[config.mk]
export PLATFORM = sky130hd
export DESIGN_NAME = fifo_handoff_mutex
export DESIGN_NICKNAME = d
export VERILOG_FILES = /design/src/sv/fhm_pkg.sv /design/src/sv/fhm_queue.sv /design/src/sv/fhm_core.sv /design/src/sv/fifo_handoff_mutex.sv
export VERILOG_INCLUDE_DIRS = /design/src /design/src/sv
export SDC_FILE = /design/constraint.sdc
export NUM_CORES = 1
export LEC_CHECK = 0
export BUFFER_PORTS_ARGS = -buffer_cell sky130_fd_sc_hd__buf_2
export CORE_MARGIN = 5
export CORE_UTILIZATION = 61
export CTS_CLUSTER_DIAMETER = 60
export CTS_CLUSTER_SIZE = 10
export DETAILED_ROUTE_END_ITERATION = 7
export GPL_TIMING_DRIVEN = 0
export HOLD_SLACK_MARGIN = 0.12
export PLACE_DENSITY = 0.79
export SYNTH_ARGS = -nofsm -noshare
export SYNTH_HDL_FRONTEND = slang
export SYNTH_SLANG_ARGS = --single-unit
[constraint.sdc]
create_clock -name clk -period 3.8 [get_ports clk]
set_input_delay 0.76 -clock clk [delete_from_list [all_inputs] [get_ports clk]]
set_output_delay 0.76 -clock clk [all_outputs]
set_load 0.02 [all_outputs]
[src/sv/fifo_handoff_mutex_assert.svh]
// Assertion macros for the hardware mutex block.
`ifndef FIFO_HANDOFF_MUTEX_ASSERT_SVH
`define FIFO_HANDOFF_MUTEX_ASSERT_SVH

// Check a condition on every rising clock edge outside reset.
`define FHM_ASSERT_ALWAYS(label, cond, msg) \
  label: assert property (@(posedge clk) disable iff (rst) (cond)) else $error(msg);

// Check that a trigger implies a consequence in the same cycle.
`define FHM_ASSERT_IMPLY(label, trig, cons, msg) \
  label: assert property (@(posedge clk) disable iff (rst) (trig) |-> (cons)) \
    else $error(msg);

`endif

[src/sv/fhm_pkg.sv]
// Shared constants and types for the hardware mutex block.
`default_nettype none
package fhm_pkg;

  localparam int QUEUE_DEPTH = 16;
  localparam int ID_BITS     = 16;

  // Port field widths
  localparam int TID_W    = 16;
  localparam int STATUS_W = 3;
  localparam int WCOUNT_W = 5;

  localparam int PTR_W = (QUEUE_DEPTH > 1) ? $clog2(QUEUE_DEPTH) : 1;
  localparam int CNT_W = $clog2(QUEUE_DEPTH + 1);

  // Request modes
  localparam logic [1:0] MODE_INIT    = 2'd0;
  localparam logic [1:0] MODE_LOCK    = 2'd1;
  localparam logic [1:0] MODE_UNLOCK  = 2'd2;
  localparam logic [1:0] MODE_DESTROY = 2'd3;

  // Result status codes
  localparam logic [STATUS_W-1:0] ST_ACQUIRED = 3'd0;
  localparam logic [STATUS_W-1:0] ST_QUEUED   = 3'd1;
  localparam logic [STATUS_W-1:0] ST_RELEASED = 3'd2;
  localparam logic [STATUS_W-1:0] ST_HANDED   = 3'd3;
  localparam logic [STATUS_W-1:0] ST_IGNORED  = 3'd4;
  localparam logic [STATUS_W-1:0] ST_FAULT    = 3'd5;
  localparam logic [STATUS_W-1:0] ST_OK       = 3'd6;
  localparam logic [STATUS_W-1:0] ST_FULL     = 3'd7;

  // Command from the control logic to the waiter queue
  typedef struct packed {
    logic               clear;
    logic               push;
    logic               pop;
    logic [ID_BITS-1:0] id;
  } qcmd_t;

  // One result beat
  typedef struct packed {
    logic [STATUS_W-1:0] status;
    logic [ID_BITS-1:0]  owner;
    logic                wake;
    logic [ID_BITS-1:0]  woken;
    logic [CNT_W-1:0]    count;
  } result_t;

endpackage
`default_nettype wire

[src/sv/fhm_queue.sv]
// Circular FIFO of waiting thread ids with head pointer and fill count.
`default_nettype none
module fhm_queue
  import fhm_pkg::*;
(
  input  wire logic               clk,
  input  wire logic               rst,
  input  wire qcmd_t              cmd,
  output logic      [ID_BITS-1:0] head_id,
  output logic      [CNT_W-1:0]   count
);

  localparam int SUM_W = PTR_W + 1;

  logic [ID_BITS-1:0] mem [QUEUE_DEPTH];
  logic [PTR_W-1:0]   head;
  logic [PTR_W-1:0]   head_next;
  logic [SUM_W-1:0]   tail_sum;
  logic [PTR_W-1:0]   tail;

  // Locate the tail slot, wrapping past the end of the ring
  always_comb begin
    tail_sum = SUM_W'(head) + SUM_W'(count);
    if (tail_sum >= SUM_W'(QUEUE_DEPTH)) begin
      tail = PTR_W'(tail_sum - SUM_W'(QUEUE_DEPTH));
    end else begin
      tail = PTR_W'(tail_sum);
    end
    if (head == PTR_W'(QUEUE_DEPTH - 1)) begin
      head_next = '0;
    end else begin
      head_next = head + 1'b1;
    end
  end

  assign head_id = mem[head];

  // Advance head and count
  always_ff @(posedge clk) begin
    if (rst || cmd.clear) begin
      head  <= '0;
      count <= '0;
    end else if (cmd.push) begin
      count <= count + 1'b1;
    end else if (cmd.pop) begin
      head  <= head_next;
      count <= count - 1'b1;
    end
  end

  // Store a new waiter at the tail
  always_ff @(posedge clk) begin
    if (cmd.push && !cmd.clear) begin
      mem[tail] <= cmd.id;
    end
  end

endmodule
`default_nettype wire

[src/sv/fhm_core.sv]
// Owner register and request decode for the hardware mutex.
`default_nettype none
module fhm_core
  import fhm_pkg::*;
(
  input  wire logic               clk,
  input  wire logic               rst,
  input  wire logic               go,
  input  wire logic [1:0]         mode,
  input  wire logic [ID_BITS-1:0] tid,
  input  wire logic [CNT_W-1:0]   q_count,
  input  wire logic [ID_BITS-1:0] q_head_id,
  output qcmd_t                   qcmd,
  output result_t                 res
);

  logic [ID_BITS-1:0] owner_id;
  logic [ID_BITS-1:0] owner_next;
  logic [CNT_W-1:0]   count_next;

  // Decode the request against the current owner and queue fill
  always_comb begin
    qcmd       = '0;
    qcmd.id    = tid;
    owner_next = owner_id;
    count_next = q_count;
    res        = '0;
    res.status = ST_IGNORED;
    case (mode)
      MODE_INIT: begin
        qcmd.clear = go;
        owner_next = '0;
        count_next = '0;
        res.status = ST_OK;
      end
      MODE_LOCK: begin
        if (tid == '0) begin
          res.status = ST_IGNORED;
        end else if (owner_id == '0) begin
          owner_next = tid;
          res.status = ST_ACQUIRED;
        end else if (q_count >= CNT_W'(QUEUE_DEPTH)) begin
          res.status = ST_FULL;
        end else begin
          qcmd.push  = go;
          count_next = q_count + 1'b1;
          res.status = ST_QUEUED;
        end
      end
      MODE_UNLOCK: begin
        if (owner_id == '0) begin
          res.status = ST_IGNORED;
        end else if (q_count != '0) begin
          qcmd.pop   = go;
          owner_next = q_head_id;
          count_next = q_count - 1'b1;
          res.wake   = 1'b1;
          res.woken  = q_head_id;
          res.status = ST_HANDED;
        end else begin
          owner_next = '0;
          res.status = ST_RELEASED;
        end
      end
      MODE_DESTROY: begin
        res.status = (q_count != '0) ? ST_FAULT : ST_OK;
      end
      default: begin
        res.status = ST_IGNORED;
      end
    endcase
    res.owner = owner_next;
    res.count = count_next;
  end

  // Hold the owner id between requests
  always_ff @(posedge clk) begin
    if (rst) begin
      owner_id <= '0;
    end else if (go) begin
      owner_id <= owner_next;
    end
  end

endmodule
`default_nettype wire

[src/sv/fifo_handoff_mutex.sv]
// Top level of the hardware mutex with a FIFO of waiting threads.
// One request (init, lock, unlock, destroy) is taken per cycle unless the result side stalls,
// and one result beat comes out for each: the request lands in an input register, the
// owner register and waiter queue are updated as it moves into the result register, and
// the result register holds its beat until taken while the next request is accepted.
// Thread id 0 means unlocked; up to QUEUE_DEPTH threads can wait, oldest first.
`default_nettype none
module fifo_handoff_mutex
  import fhm_pkg::*;
(
  input  wire logic                clk,
  input  wire logic                rst,
  input  wire logic                in_valid,
  output logic                     in_ready,
  input  wire logic [1:0]          mode,
  input  wire logic [TID_W-1:0]    thread_id,
  output logic                     out_valid,
  input  wire logic                out_ready,
  output logic      [STATUS_W-1:0] status,
  output logic      [TID_W-1:0]    owner,
  output logic                     wake_valid,
  output logic      [TID_W-1:0]    woken_thread,
  output logic      [WCOUNT_W-1:0] waiter_count
);

  `include "fifo_handoff_mutex_assert.svh"

  logic               s1_valid;
  logic [1:0]         s1_mode;
  logic [ID_BITS-1:0] s1_tid;
  logic               advance;
  logic               in_fire;
  logic [CNT_W-1:0]   q_count;
  logic [ID_BITS-1:0] q_head_id;
  qcmd_t              qcmd;
  result_t            res;
  result_t            res_q;

  assign advance  = s1_valid && (!out_valid || out_ready);
  assign in_ready = !s1_valid || advance;
  assign in_fire  = in_valid && in_ready;

  // Capture the request beat
  always_ff @(posedge clk) begin
    if (rst) begin
      s1_valid <= 1'b0;
    end else if (in_fire) begin
      s1_valid <= 1'b1;
    end else if (advance) begin
      s1_valid <= 1'b0;
    end
  end

  always_ff @(posedge clk) begin
    if (in_fire) begin
      s1_mode <= mode;
      s1_tid  <= thread_id[ID_BITS-1:0];
    end
  end

  fhm_queue u_queue (
    .clk     (clk),
    .rst     (rst),
    .cmd     (qcmd),
    .head_id (q_head_id),
    .count   (q_count)
  );

  fhm_core u_core (
    .clk       (clk),
    .rst       (rst),
    .go        (advance),
    .mode      (s1_mode),
    .tid       (s1_tid),
    .q_count   (q_count),
    .q_head_id (q_head_id),
    .qcmd      (qcmd),
    .res       (res)
  );

  // Hold the result beat until taken
  always_ff @(posedge clk) begin
    if (rst) begin
      out_valid <= 1'b0;
    end else if (advance) begin
      out_valid <= 1'b1;
    end else if (out_ready) begin
      out_valid <= 1'b0;
    end
  end

  always_ff @(posedge clk) begin
    if (advance) begin
      res_q <= res;
    end
  end

  assign status       = res_q.status;
  assign owner        = TID_W'(res_q.owner);
  assign wake_valid   = res_q.wake;
  assign woken_thread = TID_W'(res_q.woken);
  assign waiter_count = WCOUNT_W'(res_q.count);

  // Sanity checks on the result stream and the queue
  `FHM_ASSERT_ALWAYS(a_count_bound, q_count <= CNT_W'(QUEUE_DEPTH), "waiter count overflow")
  `FHM_ASSERT_IMPLY(a_wake_handed, out_valid && wake_valid, status == ST_HANDED, "wake without hand-off")
  `FHM_ASSERT_IMPLY(a_wake_owner, out_valid && wake_valid, owner == woken_thread, "woken thread is not owner")
  `FHM_ASSERT_IMPLY(a_queue_cmd, advance, !(qcmd.push && qcmd.pop), "push and pop together")

endmodule
`default_nettype wire
==> results of run 1 <==
[layer usage]
layer	vias up	wire length (µm)
li1	3470	-
met1	4017	12400
met2	522	15540
met3	92	3319
met4	0	1236
met5	-	0
[cell type report]
cell class	count	share of cell area, %
inverter	9	0.2124
sequential	346	63.37
multi-input combinational	390	22.01
buffer	45	1.495
tap	285	2.242
clock inverter	2	0.1495
clock buffer	53	6.796
timing repair buffer	81	3.728
[cells by family (layout without fill, tap and decap cells)]
logic type,after synthesis,count (layout),synth area share (%)
multiplexers,71,71,10.58
AO/OA/AOI/OAI,156,156,8.253
XOR/XNOR,8,8,0.5073
flip-flops,346,346,72.98
adder cells (fa/ha/maj),7,7,0.6885
buffers and inverters,54,190,1.957
AND/OR/NAND/NOR,148,148,5.028
[flip-flops by register name, summed over array words and instances, names as in the netlist, 4 cells and up, named ones only]
signal / cells
owner: 16
s1_tid: 16
u_core.owner_id: 16
u_queue.count: 5
u_queue.head: 4
u_queue.mem: 256
waiter_count: 5
woken_thread: 16
[cells in the mapped netlist, types with 5 or more instances]
| cell | count |
|---|---|
| edfxtp_1 | 315 |
| mux4_2 | 60 |
| nand2_1 | 44 |
| nor2_1 | 42 |
| a21oi_1 | 34 |
| a22oi_1 | 31 |
| dfxtp_1 | 31 |
| clkbuf_1 | 20 |
| nand3_1 | 15 |
| buf_2 | 12 |
| mux2i_1 | 11 |
| a31oi_1 | 10 |
| nor3_1 | 10 |
| o21ai_0 | 10 |
| o21bai_1 | 10 |
| a41oi_1 | 9 |
| inv_1 | 8 |
| nor4_1 | 8 |
| o211ai_2 | 7 |
| and3_1 | 6 |
| buf_6 | 6 |
| ha_1 | 6 |
| nor2b_1 | 6 |
| buf_1 | 5 |
[cells in the final DEF (no fill, tap or decap), types with 7 or more instances in the layout]
| cell type | instances |
|---|---|
| a21oi_1 | 34 |
| clkbuf_1 | 30 |
| edfxtp_1 | 315 |
| nand3_1 | 15 |
| buf_2 | 76 |
| nor4_1 | 8 |
| buf_8 | 15 |
| mux2i_1 | 11 |
| nor3_1 | 10 |
| o21bai_1 | 10 |
| o21ai_0 | 10 |
| mux4_2 | 60 |
| a31oi_1 | 10 |
| a22oi_1 | 31 |
| a41oi_1 | 9 |
| dfxtp_1 | 31 |
| clkbuf_16 | 41 |
| nor2_2 | 16 |
| nand2_1 | 44 |
| inv_1 | 8 |
| o211ai_2 | 7 |
| nor2_1 | 26 |
[metrics by stage]
stage / worst slack, ns / total power, mW / utilization [%] / cell area (µm²)
floorplan: 0.9175 / 4.495 / - / 13810
global placement: -0.2112 / 4.602 / 64.58 / 14490
detailed placement: 0.4703 / 4.612 / 65.98 / 14800
CTS: 0.4303 / 7.926 / 70.90 / 15910
global route: 0.2275 / 8.136 / 70.90 / 15910
finish: 0.4183 / 7.887 / 70.90 / 15910
[critical path: stages (launching register included)]
cell and delay, ns:
edfxtp_1 0.91, nor4_1 0.18, a41oi_1 0.47, and3_1 0.22, clkbuf_1 0.27, nand3_1 0.26, nor2_2 0.54, buf_8 0.24
[power by group through the flow]
stage	Sequential, mW	Combinational (mW)	Clock, mW
global route	4.29	0.275	3.57
finish	4.29	0.254	3.34
floorplan	4.36	0.137	0
CTS	4.29	0.252	3.39
detailed placement	4.36	0.250	0
global placement	4.36	0.242	0
[worst max path at each step]
stage                                               end  cells past startpoint  slack [ns]
final                      u_queue.mem[1][12]$_DFFE_PP_                      7        0.42
after global routing      u_queue.mem[11][13]$_DFFE_PP_                      7        0.23
after CTS                  u_queue.mem[1][12]$_DFFE_PP_                      7        0.43
after detailed placement  u_queue.mem[11][12]$_DFFE_PP_                      7        0.47
after global placement      u_queue.mem[5][7]$_DFFE_PP_                      6       -0.21
after floorplan                      owner[0]$_DFFE_PN_                      4        0.92
==> results.md, run 1 <==
Critical path:
- The worst reg-to-reg setup slack is 0.42 ns.
- For the worst setup path, the data required time is 4.03 ns.
- The end of the worst register-to-register path is u_queue.mem[1][12]$_DFFE_PP_.
- Counting cells, the worst reg-to-reg path comes to 7.
- The launch instance of the worst register-to-register path is s1_tid[6]$_DFFE_PP_.
- The arrival time reported for the critical path endpoint is 3.61 ns.
- Tracing the worst setup path back leads to its startpoint at s1_tid[6]$_DFFE_PP_.
- The critical path is of the reg2reg type.
- STA classifies the critical path startpoint as a flop.
- The largest fanout on the critical path is 18.
- The critical path capture point type is a flop.

Finish:
- Summing all multi-input logic gate instances after layout gives 3501 µm².
- The final layout net count is 942.
- The number of filler cells placed in the layout is 1,389.
- The number of antenna diodes in the final layout is 0.
- Summing all flip-flop and latch instances after layout gives 10,080 µm².
- The final instance count without filler cells is 1,211.
- The post-synthesis to final-layout area growth is 15.17%.
- The post-route netlist has 25.16% of its cells at a drive strength greater than 1.

Detailed routing:
- Summed over all layers, the routed wires come to 32.49 mm.
- In the routed design, unresolved DRC markers number 0.
- The number of detailed-route iterations in the first pass is 5.
- The count of nets left with antenna violations once routing finished came out at 0.
- The average routed wire per standard cell is 26.83 µm.
- For this block, the initial DRC count from the detailed router was 902.
- The per-cell via count in the routed design is 6.690.
- The total via count after detailed routing is 8,101.

STA:
- The final number of max-transition violations came to 0.
- Setup violations remaining at the end of the flow were counted as 0.
- Hold timing on the final database bottoms out at a slack of 0.4080 ns.
- The transition time at the pin with the least slew margin is 0.9896 ns.
- The clock period could shrink to 3.382 ns.
- Timing would allow up to 295.7 MHz.
- The final total negative setup slack is 0 ns.
- Between clock sinks in the finished design, the worst skew comes to 0.02201 ns.
- The final critical-path share of the clock period is 88.99%.
- Setup repair after global routing left no endpoint under its margin.
- The hold violation count in the final report is 0.
- The worst slew margin relative to its limit is 34.03%.

Global route:
- The global route total overflow is 0.
- The first global-routing pass estimated 49.91 mm of wire.
- Entering global routing, the biggest net connects 42 pins.
- The routing usage on met3 is 5.568%.
- In the global route stage, met2 resource usage came out at 40.79%.
- The number of antenna violations at the first check in global routing came to 0.
- The most utilized layer in the global route result is met2.
- The overall global routing resource usage is 25.83%.
- The met1 layer usage reported by global route is 36.26%.
- The via count of the first global-routing pass is 8,038.

Power and ir drop:
- For this design the static power due to leakage is 5.220 nW.
- The internal power is 6.262 mW.
- The proportion of power drawn by the clock network is 42.4%.
- The power density over cell area is 495.8 nW/µm².
- Sequential cells burn 54.4% of the power.
- Summed over all nets, the switching power comes to 1.625 mW.
- The switching share of power is 20.60%.
- The logic gate share of total power is 3.2%.
- IR analysis of the VDD net gives a maximum drop of 0.0004136 V.

Placement:
- Once detailed placement completed, the half-perimeter wirelength came to 21.59 mm.
- The count of buffers inserted at the top-level ports is 64.
- In this run, placement finished with an instance count of 1,156.
- The last weighted congestion value of the routability-driven placer is 0.9278.

Clock network:
- The master cell of the clock root buffer is clkbuf_16.
- Counting the buffers created by CTS gives 40.
- The clock reaches the later pin of the worst-skew pair after 0.53 ns.
- The number of H-tree branching levels is 2.
- The CTS tree is yes.
- For this design, the CTS-stage hold fixing added 0 buffers.
- The maximum buffer depth of the clock tree is 3.
- The number of setup buffers added after CTS is 0.
- For this design, the sink count on the clock tree is 346.
- Clock-pin slew was measured on the worst setup and hold paths at 0.05 ns.
- The number of gates resized after CTS was 0.

Min path:
- Along the worst hold path, the cell count comes to 1.
- The terminating pin of the worst hold path is s1_tid[7]$_DFFE_PP_.
- The launch point of the worst hold path is thread_id[7].
- The class of the tightest hold or removal check is in2reg.

Floorplan:
- The core region is 22,430 µm².
- The vertical die dimension is 160.5 µm.
- Row generation in the floorplan step produced 55 rows.
- The starting utilization of the core area is 61.56%.
- The floorplan step set the die width to 160.5 µm.
- The die covers 25,750 µm².
- The number of ports placed on the die boundary is 65.

Outcome:
- The flow ran to the end, and the final reports show no timing, DRC or antenna violations.

Synth:
- During synthesis, Yosys emitted a total of 0 warnings.
- Counting every instance in the synthesized netlist gives 790.
- In the post-synthesis netlist, the biggest area contributors are edfxtp_1 68%, mux4_2 9.8%, dfxtp_1 4.5%.
- The number of nets handed over by synthesis was 819.
- The cell area that synthesis handed to floorplanning was 13,810 µm².
- The number of distinct library cell variants in the gate-level netlist after synthesis is 60.
- The most used flip-flop cell after synthesis is edfxtp_1.
- The share of Yosys cell area claimed by the top area cell type is 68.49%.
- The number of synthesized register bits is 346.
- The number of flops mapped to enable cells by yosys is 315.
- Of all flip-flops after synthesis, the portion carrying an async set or reset was 0%.
- A synthesized cell averages 17.48 µm².
- The cell type contributing the most total cell area after synthesis is edfxtp_1.
- The share of the Yosys chip area taken by registers is 72.98%.

Job:
- The max-cap check violation count is 0.
Note: power is estimated with default switching activity, not from simulation.
==> inputs of run 2 (changes only) <==
Settings changed: ABC_AREA set to 1, CORE_UTILIZATION 61 to 62, PLACE_DENSITY 0.79 to 0.8.
==> run 2 against run 1 <==
Clock skew fell by 0.0059 ns. Combinational power rose by 90%. Routed wire length rose by 26%. Critical path type unchanged.
==> results.md, run 2 <==
Finish:
- The final standard cell area without fillers is 17,270 µm² (was 15,910 µm²).
- The number of filler cells placed in the layout came to 1,655 (was 1,389).
- The fraction of final layout cells with drive strength greater than 1 was 12.35% (was 25.16%).
- The post-synthesis to final-layout area growth came to 13.90% (was 15.17%).
- The final layout net count is 1,649 (was 942).
- Highest-count cells in the layout ignoring fill and taps: 412 x nand2_1, 315 x edfxtp_1, 243 x inv_1 (was 315 x edfxtp_1, 76 x buf_2, 60 x mux4_2).
- The number of flip-flops in the largest register came to 256 (unchanged).
- The final antenna diode count is 0 (unchanged).
- The most frequent standard cell in the layout excluding fill and tap cells is nand2_1 (was edfxtp_1).
- The register with the most flip-flops is u_queue.mem (unchanged).

Power and ir drop:
- The proportion of power drawn by the clock network is 40.9% (was 42.4%).
- The maximum ir drop on the vdd rail is 0.0003805 V (was 0.0004136 V).
- The switching share of power is 22.13% (was 20.60%).
- The net switching power was 1.799 mW (was 1.625 mW).
- The logic gate share of total power was 5.9% (was 3.2%).
- The power density over cell area is 470.7 nW/µm² (was 495.8 nW/µm²).
- The internal power is 6.332 mW (was 6.262 mW).
- The leakage dissipation came to 7.477 nW (was 5.220 nW).
- The share of power burned in registers is 53.2% (was 54.4%).

Synth:
- The synthesized area divided by synthesized cell count came to 10.11 µm² (was 17.48 µm²).
- The cell type contributing the most total cell area after synthesis is edfxtp_1 (unchanged).
- Leading post-synthesis cells by cell area: edfxtp_1 62%, nand2_1 10%, nand3_1 7.6% (was edfxtp_1 68%, mux4_2 9.8%, dfxtp_1 4.5%).
- The most common flop cell mapped by yosys is edfxtp_1 (unchanged).
- The number of flops mapped to enable cells by yosys is 315 (unchanged).
- The mapped cell area is 15,160 µm² (was 13,810 µm²).
- The yosys synthesis warning count is 0 (unchanged).
- The fraction of registers with async set/reset is 0% (unchanged).
- The number of distinct library cell variants in the gate-level netlist after synthesis came to 34 (was 60).
- The cell count after synthesis is 1,500 (was 790).
- Commonest cells post-synth: 412 x nand2_1, 315 x edfxtp_1, 243 x inv_1 (was 315 x edfxtp_1, 60 x mux4_2, 44 x nand2_1).
- The number of nets in the synthesized netlist is 1,529 (was 819).
- The proportion of synthesized chip area in sequential cells is 66.47% (was 72.98%).
- The number of synthesized register bits was 346 (unchanged).
- The share of Yosys cell area claimed by the top area cell type is 62.38% (was 68.49%).
- The most repeated cell in the gate-level netlist after synthesis is nand2_1 (was edfxtp_1).

Floorplan:
- The core box area is 24,180 µm² (was 22,430 µm²).
- The starting utilization of the core area was 62.72% (was 61.56%).
- The horizontal die dimension is 166.4 µm (was 160.5 µm).
- The site row count is 57 (was 55).
- The vertical die dimension was 166.4 µm (was 160.5 µm).
- The number of ports placed on the die boundary is 65 (unchanged).
- The die footprint came to 27,690 µm² (was 25,750 µm²).

Clock network:
- The clock input transition at the sequential cells of the worst setup and hold paths is 0.05 ns (about the same).
- The number of hold-repair buffers added at the cts stage is 0 (unchanged).
- The maximum buffer depth of the clock tree is 3 (unchanged).
- The clock insertion delay at the later pin of the skew report came to 0.52 ns (was 0.53 ns).
- The number of buffers added by the clock tree synthesis step is 40 (unchanged).
- The CTS tree is yes (unchanged).
- The number of H-tree branching levels is 2 (unchanged).
- The number of sinks handled by clock tree synthesis was 346 (unchanged).
- The count of cells resized by post-cts repair was 0 (unchanged).
- The master cell of the clock root buffer is clkbuf_16 (unchanged).
- The number of post-CTS setup repair buffers was 0 (unchanged).

Global route:
- The global-route wire length before repair is 62.16 mm (was 49.91 mm).
- The pin count of the biggest net entering global routing is 39 (was 42).
- The overall global routing resource usage was 29.07% (was 25.83%).
- The via count of the first global-routing pass is 11.16k (was 8,038).
- The number of antenna violations at the first check in global routing is 0 (unchanged).
- The global route total overflow is 0 (unchanged).

STA:
- The transition time at the pin with the least slew margin is 1.040 ns (was 0.9896 ns).
- The worst slew margin relative to its limit is 30.56% (was 34.03%).
- The final-report setup violation count came to 0 (unchanged).
- The final total negative setup slack is 0 ns (unchanged).
- Unrepaired setup endpoints after global routing: false (unchanged).
- The maximum clock frequency is 288.5 MHz (was 295.7 MHz).
- The post-route clock skew is 0.01614 ns (was 0.02201 ns).
- The minimum setup slack in the final design is 0.3337 ns (was 0.4183 ns).
- The post-route minimum period is 3.466 ns (was 3.382 ns).
- The final critical-path share of the clock period is 91.22% (was 88.99%).
- The hold violation count in the final report came to 0 (unchanged).
- The final number of max-transition violations is 0 (unchanged).

Detailed routing:
- The per-cell via count in the routed design came to 5.886 (was 6.690).
- The number of detailed-route iterations in the first pass is 7 (was 5).
- The average routed wire per standard cell is 20.97 µm (was 26.83 µm).
- The total via count after detailed routing is 11.54k (was 8,101).
- The overall routed net length is 41.10 mm (was 32.49 mm).
- The number of design rule violations left after detail routing is 0 (unchanged).
- The first-iteration detailed-routing DRC count was 1,700 (was 902).
- The final antenna-violating net count is 0 (unchanged).

Outcome:
- Status: completed (unchanged).

Critical path:
- The category of the most critical setup path is reg2reg (unchanged).
- The critical path capture point type is a flop (unchanged).
- The startpoint type of the worst setup path is a flop (unchanged).
- The count of cells along the worst register-to-register path was 8 (was 7).
- The endpoint required time on the critical path was 3.93 ns (was 4.03 ns).
- The largest fanout on the critical path was 18 (unchanged).
- The arrival time reported for the critical path endpoint came to 3.60 ns (was 3.61 ns).

Job:
- The max-cap check violation count was 0 (unchanged).

Placement:
- The minimum setup slack after placement is 0.4748 ns (was 0.4703 ns).
- The count of buffers inserted at the top-level ports came to 63 (was 64).
- The last weighted congestion value of the routability-driven placer is 0.9353 (was 0.9278).
- The HPWL after detailed placement is 27.36 mm (was 21.59 mm).
- The cell area after placement is 16,180 µm² (was 14,800 µm²).

Min path:
- The worst hold path cell count came to 1 (unchanged).
- The class of the tightest hold or removal check was in2reg (unchanged).
-- run 2: cell count changes after synthesis, moves of 10 or more --
cell      change
o21bai_1     -10
mux2i_1      -11
nand3_1     +215
buf_2        +13
inv_1       +235
mux4_2       -60
nor2_1       +39
nand2_1     +368
a31oi_1      -10
a22oi_1      -31
-- run 2: power by group through the flow --
stage | Sequential, mW | Clock [mW] | Combinational, mW
after global routing | 4.33 | 3.51 | 0.525
after floorplan | 4.39 | 0 | 0.293
after detailed placement | 4.40 | 0 | 0.470
after CTS | 4.32 | 3.33 | 0.473
final | 4.32 | 3.32 | 0.483
after global placement | 4.39 | 0 | 0.446
-- run 2: metrics by stage --
stage	util (%)	hold slack, ns	power, mW	std cells
detailed placement	66.93	0.5193	4.867	1902
finish	71.44	0.4123	8.131	1960
floorplan	-	0.4854	4.680	1500
global placement	65.70	0.4933	4.840	1887
global route	71.44	0.4059	8.364	1960
CTS	71.44	0.4049	8.127	1960
-- run 2: cell type report --
cell class | count | area (µm²) | area share (%)
sequential | 346 | 10080 | 58.36
multi-input combinational | 840 | 3824 | 22.14
timing repair buffer | 78 | 570.5 | 3.303
clock buffer | 57 | 1086 | 6.288
buffer | 63 | 355.3 | 2.057
clock inverter | 1 | 5.005 | 0.02898
inverter | 251 | 947.2 | 5.484
tap | 324 | 405.4 | 2.347
-- run 2: worst paths after layout --
path | from | to | slack [ns]
setup / recovery | s1_tid[9]$_DFFE_PP_ | u_queue.mem[12][12]$_DFFE_PP_ | 0.33
hold / removal | thread_id[6] | s1_tid[6]$_DFFE_PP_ | 0.41
setup reg to reg | s1_tid[9]$_DFFE_PP_ | u_queue.mem[12][12]$_DFFE_PP_ | 0.33
hold reg to reg | out_valid$_SDFFE_PP0P_ | out_valid$_SDFFE_PP0P_ | 0.53
-- run 2: layer usage --
metal | vias up | global-route usage [%] | wire (µm)
met3 | 163 | 6.141 | 5298
met2 | 840 | 46.63 | 19270
met5 | - | 0.1739 | 0
met4 | 0 | 12.70 | 1981
li1 | 5153 | - | -
met1 | 5380 | 38.79 | 14550
-- run 2: cells by family (layout without fill, tap and decap cells) --
family | Yosys count | in the layout | synth area share, %
AND/OR/NAND/NOR | 756 | 756 | 21.41
flip-flops | 346 | 346 | 66.47
buffers and inverters | 314 | 450 | 8.581
AO/OA/AOI/OAI | 71 | 71 | 2.566
adder cells (fa/ha/maj) | 7 | 7 | 0.6271
XOR/XNOR | 6 | 6 | 0.3466
-- run 2: critical path: stages (launching register included) --
cell,delay [ns]
edfxtp_1,1.01
nor2_1,0.11
nand2_1,0.10
nor2_1,0.08
nand2_1,0.15
nand4_2,0.21
inv_1,0.23
nand3_1,0.30
nor2_2,0.88
==> inputs of run 3 (changes only) <==
Settings changed: PLACE_DENSITY 0.8 to 0.86, RECOVER_POWER set to 100, SLEW_MARGIN set to 20.
==> run 3 against run 2 <==
The flow now finishes with violations (max-capacitance violations, max-slew violations). Global-route usage increased by 0.38 points. Setup slack got worse by 0.11 ns. Power increased by 0.71%. Utilization decreased by 1.0 points. Clock power increased by 3%. Combinational power decreased by 5.2%. Critical endpoint is now u_queue.mem[4][4]$_DFFE_PP_. Highest routed layer unchanged.
==> results.md, run 3 (synthesized netlist as in run 2, its figures left out) <==
Global route:
- The global-route wire length before repair is 62.99 mm (was 62.16 mm).
- The pin count of the biggest net entering global routing came to 33 (was 39).
- The overall global routing resource usage came to 29.44% (was 29.07%).
- The global route total overflow is 0 (unchanged).
- The number of antenna violations at the first check in global routing is 0 (unchanged).
- The via count of the first global-routing pass came to 11.49k (was 11.16k).

Clock network:
- The count of cells resized by post-cts repair came to 0 (unchanged).
- The maximum buffer depth of the clock tree is 3 (unchanged).
- The CTS tree is yes (unchanged).
- The number of H-tree branching levels is 2 (unchanged).
- The clock insertion delay at the later pin of the skew report is 0.52 ns (about the same).
- The clock input transition at the sequential cells of the worst setup and hold paths is 0.06 ns (was 0.05 ns).
- The number of post-CTS setup repair buffers is 0 (unchanged).
- The master cell of the clock root buffer is clkbuf_16 (unchanged).
- The number of buffers added by the clock tree synthesis step is 40 (unchanged).
- The number of hold-repair buffers added at the cts stage is 0 (unchanged).
- The number of sinks handled by clock tree synthesis is 346 (unchanged).

Finish:
- The register with the most flip-flops is u_queue.mem (unchanged).
- The number of flip-flops in the largest register was 256 (unchanged).
- The most frequent standard cell in the layout excluding fill and tap cells is nand2_1 (unchanged).
- The final antenna diode count is 0 (unchanged).
- The multi-input logic area came to 3755 µm² (was 3824 µm²).
- Highest-count cells in the layout ignoring fill and taps: 421 x nand2_1, 315 x edfxtp_1, 246 x inv_1 (was 412 x nand2_1, 315 x edfxtp_1, 243 x inv_1).
- The number of filler cells placed in the layout was 1,694 (was 1,655).
- The fraction of final layout cells with drive strength greater than 1 is 7.895% (was 12.35%).
- The final standard cell area without fillers came to 17,020 µm² (was 17,270 µm²).
- The post-synthesis to final-layout area growth was 12.24% (was 13.90%).
- The register cell area after layout is 10,080 µm² (unchanged).
- The final layout net count is 1,648 (was 1,649).

Job:
- The max-cap check violation count is 1 (was 0).

Power and ir drop:
- The share of power burned in registers is 52.8% (was 53.2%).
- The maximum ir drop on the vdd rail was 0.0003843 V (was 0.0003805 V).
- The internal power is 6.379 mW (was 6.332 mW).
- The net switching power is 1.809 mW (was 1.799 mW).
- The logic gate share of total power was 5.6% (was 5.9%).
- The total power after layout is 8.189 mW (was 8.131 mW).
- The power density over cell area is 481.1 nW/µm² (was 470.7 nW/µm²).
- The leakage dissipation is 7.285 nW (was 7.477 nW).
- The switching share of power came to 22.10% (was 22.13%).
- The proportion of power drawn by the clock network is 41.6% (was 40.9%).

Critical path:
- The arrival time reported for the critical path endpoint was 3.77 ns (was 3.60 ns).
- The launch instance of the worst register-to-register path is s1_tid[9]$_DFFE_PP_ (unchanged).
- The largest fanout on the critical path is 18 (unchanged).
- The critical path's largest stage delay is 1.04 ns (was 1.01 ns).
- The count of cells along the worst register-to-register path is 9 (was 8).
- The end of the worst register-to-register path is u_queue.mem[4][4]$_DFFE_PP_ (was u_queue.mem[12][12]$_DFFE_PP_).
- Chain of cells forming the critical path: nor2_1 -> nand2_1 -> nor2_1 -> nand2_1 -> nand4_1 -> inv_1 -> nand3_1 -> nor2_2 -> clkbuf_2 (was nor2_1 -> nand2_1 -> nor2_1 -> nand2_1 -> nand4_2 -> inv_1 -> nand3_1 -> nor2_2).
- The critical path's slowest cell is edfxtp_1 (unchanged).
- The largest delay contributor family on the critical path is simple AND/OR/NAND/NOR gates (unchanged).
- The critical path capture point type is a flop (unchanged).
- The endpoint required time on the critical path is 3.99 ns (was 3.93 ns).
- The count of buffering cells on the critical path with inverters included was 2 (was 1).
- The category of the most critical setup path is reg2reg (unchanged).
- The startpoint type of the worst setup path is a flop (unchanged).
- The worst reg-to-reg setup slack is 0.22 ns (was 0.33 ns).

Floorplan:
- The number of ports placed on the die boundary is 65 (unchanged).
- The core box area is 24,180 µm² (unchanged).
- The site row count is 57 (unchanged).
- The vertical die dimension is 166.4 µm (unchanged).
- The starting utilization of the core area is 62.72% (unchanged).
- The die footprint is 27,690 µm² (unchanged).
- The horizontal die dimension is 166.4 µm (unchanged).

STA:
- The final critical-path share of the clock period came to 94.15% (was 91.22%).
- The minimum setup slack in the final design is 0.2225 ns (was 0.3337 ns).
- The worst slew margin relative to its limit came to -15.55% (was 30.56%).
- The final-report setup violation count is 0 (unchanged).
- The final number of max-transition violations was 33 (was 0).
- The hold violation count in the final report is 0 (unchanged).
- The post-route clock skew was 0.01174 ns (was 0.01614 ns).
- The final total negative setup slack came to 0 ns (unchanged).
- The post-route minimum period was 3.578 ns (was 3.466 ns).
- Unrepaired setup endpoints after global routing: false (unchanged).
- The transition time at the pin with the least slew margin came to 1.733 ns (was 1.040 ns).
- The maximum clock frequency is 279.5 MHz (was 288.5 MHz).

Placement:
- The HPWL after detailed placement was 27.47 mm (was 27.36 mm).
- The last weighted congestion value of the routability-driven placer came to 0.9514 (was 0.9353).
- The minimum setup slack after placement is 0.5619 ns (was 0.4748 ns).
- The count of buffers inserted at the top-level ports was 63 (unchanged).
- The cell area after placement came to 16,120 µm² (was 16,180 µm²).

Outcome:
- The final reports fail on max-capacitance violations, max-slew violations.
- Status: finished, violations left (was completed).

Detailed routing:
- The final antenna-violating net count is 0 (unchanged).
- The number of detailed-route iterations in the first pass was 6 (was 7).
- The overall routed net length is 41.72 mm (was 41.10 mm).
- The total via count after detailed routing came to 11.53k (was 11.54k).
- The first-iteration detailed-routing DRC count is 1,793 (was 1,700).
- The per-cell via count in the routed design was 5.886 (about the same).
- The average routed wire per standard cell came to 21.31 µm (was 20.97 µm).
- The number of design rule violations left after detail routing came to 0 (unchanged).

Min path:
- The worst hold path cell count is 1 (unchanged).
- The class of the tightest hold or removal check is in2reg (unchanged).
- The terminating pin of the worst hold path is s1_tid[10]$_DFFE_PP_ (was s1_tid[6]$_DFFE_PP_).
- The launch point of the worst hold path is thread_id[10] (was thread_id[6]).
[run 3: cell count changes in the layout (fill, tap and decap cells not counted), sizes merged]
| cell | previous run | this run |
|---|---|---|
| clkinvlp | 0 | 1 |
| inv | 250 | 249 |
| clkbuf | 71 | 126 |
| buf | 127 | 70 |
| clkinv | 2 | 1 |
| bufinv | 0 | 1 |
[run 3: worst max path at each step]
| stage | endpoint | slack, ns | startpoint | depth (start not counted) |
|---|---|---|---|---|
| 2_1_floorplan | u_core.owner_id[10]$_SDFFE_PP0N_ | 0.99 | out_ready | 8 |
| 3_3_place_gp | u_queue.mem[4][8]$_DFFE_PP_ | 0.09 | s1_tid[9]$_DFFE_PP_ | 8 |
| 3_5_place_dp | u_queue.mem[12][13]$_DFFE_PP_ | 0.56 | out_ready | 10 |
| 4_1_cts | u_queue.mem[12][13]$_DFFE_PP_ | 0.54 | s1_tid[9]$_DFFE_PP_ | 8 |
| 5_1_grt | u_queue.mem[3][13]$_DFFE_PP_ | 0.21 | s1_tid[9]$_DFFE_PP_ | 9 |
| 6_report | u_queue.mem[4][4]$_DFFE_PP_ | 0.22 | s1_tid[9]$_DFFE_PP_ | 9 |
[run 3: metrics by stage]
step,std cells,utilization [%],hold slack (ns)
after floorplan,1500,-,0.4854
after global routing,1958,70.40,0.3965
after CTS,1958,71.26,0.3968
final,1958,70.40,0.4098
after detailed placement,1901,66.66,0.5172
after global placement,1887,65.70,0.4929
[run 3: worst register-to-register path: stages (launching register included)]
cell	delay [ns]
edfxtp_1	1.04
nor2_1	0.13
nand2_1	0.10
nor2_1	0.08
nand2_1	0.13
nand4_1	0.24
inv_1	0.25
nand3_1	0.26
nor2_2	0.61
clkbuf_2	0.41
[run 3: cell type report]
cell class	instances	area share (%)
well taps	324	2.382
repair buffers	77	2.213
clock buffers	56	6.358
flip-flops and latches	346	59.22
plain buffers	63	2.036
clock inverters	1	0.1764
multi-input cells	840	22.06
inverters	251	5.557
[run 3: power by group through the flow]
stage	Clock, mW	Combinational, mW	Sequential, mW
floorplan	0	0.293	4.39
global placement	0	0.447	4.39
detailed placement	0	0.466	4.40
CTS	3.41	0.472	4.32
global route	3.57	0.502	4.33
finish	3.41	0.458	4.32
[run 3: layer usage]
layer,global-route usage [%],up-vias,share of wire (%)
met4,15.90,0,5.8
met3,6.260,206,13
met2,47.43,881,47
met5,0,-,0
li1,-,5135,-
met1,37.71,5303,34
